[src/rtl/mmlsu_pkg.sv]
// ============================================================================
// mmlsu_pkg: shared types and constants of the load/store unit
// Opcodes, status codes, register indexes, controller states and the
// command/status bundles between controller and datapath.
// ============================================================================
package mmlsu_pkg;

   // default sizes of the two stores
   localparam int DATA_BYTES_DEF    = 65536;
   localparam int PROGRAM_WORDS_DEF = 16384;

   // opcodes
   localparam logic [3:0] OP_LB  = 4'd0;
   localparam logic [3:0] OP_LBU = 4'd1;
   localparam logic [3:0] OP_LH  = 4'd2;
   localparam logic [3:0] OP_LHU = 4'd3;
   localparam logic [3:0] OP_LW  = 4'd4;
   localparam logic [3:0] OP_LWL = 4'd5;
   localparam logic [3:0] OP_LWR = 4'd6;
   localparam logic [3:0] OP_SB  = 4'd7;
   localparam logic [3:0] OP_SH  = 4'd8;
   localparam logic [3:0] OP_SW  = 4'd9;
   localparam logic [3:0] OP_PW  = 4'd10;

   // status codes
   localparam logic [1:0] STAT_OK       = 2'd0;
   localparam logic [1:0] STAT_MISALIGN = 2'd1;
   localparam logic [1:0] STAT_RANGE    = 2'd2;

   // register indexes
   localparam logic [1:0] CSR_PROGRAM_BASE = 2'd0;
   localparam logic [1:0] CSR_DATA_BASE    = 2'd1;
   localparam logic [1:0] CSR_INPUT_PORT   = 2'd2;
   localparam logic [1:0] CSR_OUTPUT_PORT  = 2'd3;

   // register reset values
   localparam logic [31:0] PROGRAM_BASE_RST = 32'h1000_0000;
   localparam logic [31:0] DATA_BASE_RST    = 32'h2000_0000;
   localparam logic [31:0] INPUT_PORT_RST   = 32'h3000_0000;
   localparam logic [31:0] OUTPUT_PORT_RST  = 32'h3000_0004;

   // byte masks for partial-word merges
   localparam logic [31:0] MASK_B3  = 32'hFF00_0000;
   localparam logic [31:0] MASK_B2  = 32'h00FF_0000;
   localparam logic [31:0] MASK_B1  = 32'h0000_FF00;
   localparam logic [31:0] MASK_B0  = 32'h0000_00FF;
   localparam logic [31:0] MASK_HI  = 32'hFFFF_0000;
   localparam logic [31:0] MASK_LO  = 32'h0000_FFFF;
   localparam logic [31:0] MASK_LO3 = 32'h00FF_FFFF;
   localparam logic [31:0] MASK_HI3 = 32'hFFFF_FF00;

   typedef enum logic [3:0] {
      ST_CLEAR,
      ST_IDLE,
      ST_ADDR,
      ST_OFS,
      ST_DECIDE,
      ST_DRD,
      ST_DRDW,
      ST_PRD,
      ST_PRDW,
      ST_DWR,
      ST_FINISH
   } state_type;

   typedef struct packed {
      logic [1:0] status;
      logic       load;
      logic       cons;
      logic       cout;
   } outcome_type;

   typedef struct packed {
      logic        take;
      logic        calc_ea;
      logic        calc_ofs;
      logic        lane_init;
      logic        lane_next;
      logic        lane_capture;
      logic        prog_capture;
      logic        port_capture;
      logic        data_we;
      logic        prog_we;
      logic        clear;
      logic        finish;
      outcome_type res;
   } cmd_type;

   typedef struct packed {
      logic clear_done;
      logic misalign;
      logic is_load;
      logic is_store;
      logic is_prog_wr;
      logic data_hit;
      logic lanes_ok;
      logic prog_hit;
      logic in_hit;
      logic out_hit;
      logic lane_last;
      logic out_free;
   } stat_type;

endpackage

[src/rtl/mmlsu_ctrl.sv]
// ============================================================================
// mmlsu_ctrl: controller of the load/store unit
// Sequences clearing, address calculation, region decision, byte lanes
// and result hand-off.
// ============================================================================
module mmlsu_ctrl (
   input  logic                clock,
   input  logic                reset,
   input  logic                req_valid,
   output logic                req_stall,
   input  mmlsu_pkg::stat_type stat,
   output mmlsu_pkg::cmd_type  cmd
);
   import mmlsu_pkg::*;

   state_type   state_ff, state_in;
   outcome_type outcome_ff, outcome_in;

   // advance state
   always_ff @(posedge clock) begin
      if (reset) begin
         state_ff   <= ST_CLEAR;
         outcome_ff <= '0;
      end else begin
         state_ff   <= state_in;
         outcome_ff <= outcome_in;
      end
   end

   // next state
   always_comb begin
      state_in = state_ff;
      case (state_ff)
         ST_CLEAR:  if (stat.clear_done) state_in = ST_IDLE;
         ST_IDLE:   if (req_valid) state_in = ST_ADDR;
         ST_ADDR:   state_in = ST_OFS;
         ST_OFS:    state_in = ST_DECIDE;
         ST_DECIDE: begin
            state_in = ST_FINISH;
            if (!stat.misalign) begin
               if (stat.is_load) begin
                  if (stat.data_hit) begin
                     if (stat.lanes_ok) state_in = ST_DRD;
                  end else if (stat.prog_hit) begin
                     state_in = ST_PRD;
                  end
               end else if (stat.is_store) begin
                  if (stat.data_hit && stat.lanes_ok) state_in = ST_DWR;
               end
            end
         end
         ST_DRD:    state_in = ST_DRDW;
         ST_DRDW:   state_in = stat.lane_last ? ST_FINISH : ST_DRD;
         ST_PRD:    state_in = ST_PRDW;
         ST_PRDW:   state_in = ST_FINISH;
         ST_DWR:    if (stat.lane_last) state_in = ST_FINISH;
         ST_FINISH: if (stat.out_free) state_in = ST_IDLE;
         default:   state_in = ST_CLEAR;
      endcase
   end

   // settle the outcome of the access
   always_comb begin
      outcome_in = outcome_ff;
      if (state_ff == ST_DECIDE) begin
         outcome_in = '0;
         if (stat.misalign) begin
            outcome_in.status = STAT_MISALIGN;
         end else if (stat.is_load) begin
            if (stat.data_hit) begin
               if (stat.lanes_ok) outcome_in.load = 1'b1;
               else outcome_in.status = STAT_RANGE;
            end else if (stat.prog_hit) begin
               outcome_in.load = 1'b1;
            end else if (stat.in_hit) begin
               outcome_in.load = 1'b1;
               outcome_in.cons = 1'b1;
            end else begin
               outcome_in.status = STAT_RANGE;
            end
         end else if (stat.is_store) begin
            if (stat.data_hit) begin
               if (!stat.lanes_ok) outcome_in.status = STAT_RANGE;
            end else if (stat.out_hit) begin
               outcome_in.cout = 1'b1;
            end else begin
               outcome_in.status = STAT_RANGE;
            end
         end else if (stat.is_prog_wr) begin
            if (!stat.prog_hit) outcome_in.status = STAT_RANGE;
         end
      end
   end

   // drive commands
   always_comb begin
      cmd     = '0;
      cmd.res = outcome_ff;
      case (state_ff)
         ST_CLEAR:  cmd.clear = 1'b1;
         ST_IDLE:   cmd.take = 1'b1;
         ST_ADDR:   cmd.calc_ea = 1'b1;
         ST_OFS:    cmd.calc_ofs = 1'b1;
         ST_DECIDE: begin
            cmd.lane_init    = 1'b1;
            cmd.port_capture = 1'b1;
            cmd.prog_we      = !stat.misalign && stat.is_prog_wr && stat.prog_hit;
         end
         ST_DRD:    cmd.lane_init = 1'b0;
         ST_DRDW: begin
            cmd.lane_capture = 1'b1;
            cmd.lane_next    = 1'b1;
         end
         ST_PRD:    cmd.lane_init = 1'b0;
         ST_PRDW:   cmd.prog_capture = 1'b1;
         ST_DWR: begin
            cmd.data_we   = 1'b1;
            cmd.lane_next = 1'b1;
         end
         ST_FINISH: cmd.finish = stat.out_free;
         default:   cmd.clear = 1'b0;
      endcase
   end

   assign req_stall = (state_ff != ST_IDLE);

endmodule

[config.mk]
export PLATFORM = sky130hd
export DESIGN_NAME = mmlsu_ctrl
export DESIGN_NICKNAME = d
export VERILOG_FILES = /design/src/rtl/mmlsu_pkg.sv /design/src/rtl/mmlsu_ctrl.sv
export SDC_FILE = /design/constraint.sdc
export NUM_CORES = 1
export LEC_CHECK = 0
export ABC_AREA = 1
export BUFFER_PORTS_ARGS = -buffer_cell sky130_fd_sc_hd__buf_4
export CAP_MARGIN = 40
export CORE_MARGIN = 2
export CORE_UTILIZATION = 46
export CTS_CLUSTER_DIAMETER = 40
export DETAILED_ROUTE_END_ITERATION = 8
export GPL_ROUTABILITY_DRIVEN = 1
export PLACE_DENSITY = 0.82
export SYNTH_ARGS = -nofsm -noshare
export SYNTH_HDL_FRONTEND = slang
export SYNTH_SLANG_ARGS = --single-unit
[constraint.sdc]
create_clock -name clock -period 1.45 [get_ports clock]
set_input_delay 0.29 -clock clock [delete_from_list [all_inputs] [get_ports clock]]
set_output_delay 0.29 -clock clock [all_outputs]
set_load 0.01 [all_outputs]
==> results.sh <==
export IMPL_status="finished, violations left"
export IMPL_violations="setup timing"
export IMPL_netlist_top_cell_by_area="dfxtp_1"
export IMPL_dpl_hpwl_mm=1.64
export IMPL_grtUsageTotal_pct=22.9
export IMPL_max_freq_mhz=650
export IMPL_synthToLayoutAreaGrowth_pct=54.9
export IMPL_crit_path_top_delay_cell="dfxtp_4"
export IMPL_worst_slack_ns=-0.0873
export IMPL_worst_pin_slew_ns=0.369
export IMPL_grt_pass1_vias=853
export IMPL_rr_worst_depth=10
export IMPL_place_area_sq_mm=0.00104
export IMPL_gp_congestion=0.898
export IMPL_synth_cell_types=24
export IMPL_avgRoutedWirePerCell_um=12.7
export IMPL_antenna_found_initial=0
export IMPL_start_util_pct=50.7
export IMPL_antenna_left=0
export IMPL_irDropWorstVdd_mv=0.868
export IMPL_max_cap_violations=0
export IMPL_power_leakage_uw=0.000673
export IMPL_holdBufCountCts=0
export IMPL_cts_tree="yes"
export IMPL_first_pass_iters=4
export IMPL_crit_type="reg -> out"
export IMPL_drt_iter0_markers=16
export IMPL_crit_arrival_ns=1.25
export IMPL_period_minus_slack_ns=1.54
export IMPL_cp_common_cell="nor2_4"
export IMPL_rows=14
export IMPL_grt_max_degree=11
export IMPL_cp_max_fo=5
export IMPL_ys_seq_area_share_pct=22.8
export IMPL_die_h_um=45.5
export IMPL_synth_area_leaders="dfxtp_1, nand2_1, inv_1"
export IMPL_min_path_type="in -> reg"
export IMPL_ys_ff_latch=9
export IMPL_synth_top_area_share_pct=22.8
export IMPL_max_slew_margin_pct=75.3
export IMPL_yosys_warnings=0
export IMPL_core_sq_mm=0.00156
export IMPL_finalHoldViolations=0
export IMPL_nets=185
export IMPL_final_cell_area_sq_mm=0.00122
export IMPL_avgViaCountPerCell=5.14
export IMPL_finalSetupViolCount=5
export IMPL_required_ns=1.16
export IMPL_synthArstFlopShare_pct=0
export IMPL_clk_latency_ns=0.26
export IMPL_yosys_top_cells_count="nand2_1, inv_1, nor2_1"
export IMPL_die_width_um=45.5
export IMPL_clock_sinks=9
export IMPL_antennaDiodeCount=0
export IMPL_netlist_area_sq_um=791
export IMPL_synth_most_common_cell="nand2_1"
export IMPL_timing_final_crit_share_pct=106
export IMPL_drive_gt1_share_pct=48.5
export IMPL_dieArea_sq_mm=0.00207
export IMPL_dp_slack_ns=0.115
export IMPL_grt_pass1_wl_mm=3.46
export IMPL_root_buffer="clkbuf_4"
export IMPL_end_kind="output port"
export IMPL_rsz0062_at_grt="yes"
export IMPL_crit_chain="nor2_4, nand2_4, nor2_4, and3_4, buf_6"
export IMPL_slew_viol_final=0
export IMPL_final_setup_skew_ns=0.00778
export IMPL_syn_inst=124
export IMPL_cts_max_path_buffers=2
export IMPL_powerDensity_mw_per_mm2=905
export IMPL_numCtsBuffers=3
export IMPL_portBuffers=32
export IMPL_synth_avg_cell_area_sq_um=6.38
export IMPL_hold_depth=2
export IMPL_cp_slowest_stage_delay_ns=0.38
export IMPL_vias=951
export IMPL_syn_nets=139
export IMPL_path_clk_slew_ns=0.06
export IMPL_overflow=0
export IMPL_drc=0
export IMPL_synth_ff_type="dfxtp_1"
export IMPL_wl_mm=2.35
export IMPL_synth_edff_count=0
export IMPL_crit_path_start_kind="flop"
export IMPL_cts_max_level=1
export IMPL_io_pins=33
routing by layer:
layer	part of all wire, %	global-route usage [%]
met5	0	0
met2	55	44.8
met1	38	24.5
met3	5.4	6.35
met4	0.72	2.94
layout by cell type, fill, tap and decap left out, drive strengths merged:
master,n
a21oi,6
a22oi,1
and3,1
buf,44
clkbuf,4
dfxtp,9
inv,24
nand2,33
nand3,12
nand3b,2
nor2,26
o21ai,6
o31ai,1
state kept, by name, indices dropped and copies added, names as in the netlist:
signal    count
cmd           5
state_ff      4
logic make-up after synthesis:
group           count (synthesis)  synth area share, %
simple gates                   74                 52.1
flops                           9                 22.8
buf+inv                        27                 14.7
compound gates                 14                 10.4
report_power, final:
group / switching, uW / internal (uW)
Clock: 80.5 / 106
Combinational: 333 / 281
Sequential: 32.9 / 274
Total: 447 / 661
worst max-delay path, delay by kind of cell (launching register included):
kind                   cells  cell delay [ns]
buffers and inverters      1             0.10
flip-flops                 1             0.38
AND/OR/NAND/NOR            4             0.52
cell type report:
type	count	area, sq um
Clock buffer	4	26.3
Multi-Input combinational cell	88	536
Sequential cell	9	193
Tap cell	16	20.0
Fill cell	122	334
Inverter	24	97.6
Timing Repair Buffer	44	353
what timing repair did:
| action | CTS | global route |
|---|---|---|
| pin swaps | 5 | 8 |
| endpoints found under the setup margin | 11 | 10 |
| resized for setup | 8 | 20 |
| setup buffers | 5 | 5 |
final timing paths:
kind | start | endpoint | slack [ns]
max | state_ff[1]$_SDFFE_PP0P_ | cmd[7] | -0.09
min | reset | state_ff[0]$_SDFFE_PP0P_ | 0.24
max reg2reg | state_ff[0]$_SDFFE_PP0P_ | state_ff[3]$_SDFFE_PP0P_ | 0.10
min reg2reg | cmd[4]$_SDFFE_PP0P_ | cmd[4]$_SDFFE_PP0P_ | 0.49
through the flow:
step	instances	power [uW]	setup TNS (ns)	utilization, %	hold WS, ns
detailed placement	171	780	0	66.9	0.473
global placement	171	768	0	66.9	0.468
floorplan	124	631	0	-	0.440
CTS	180	1020	-0.114	71.7	0.232
finish	185	1110	-0.222	78.6	0.241
global route	185	1180	-0.763	78.6	0.237
Note: power is estimated with default switching activity, not from simulation.
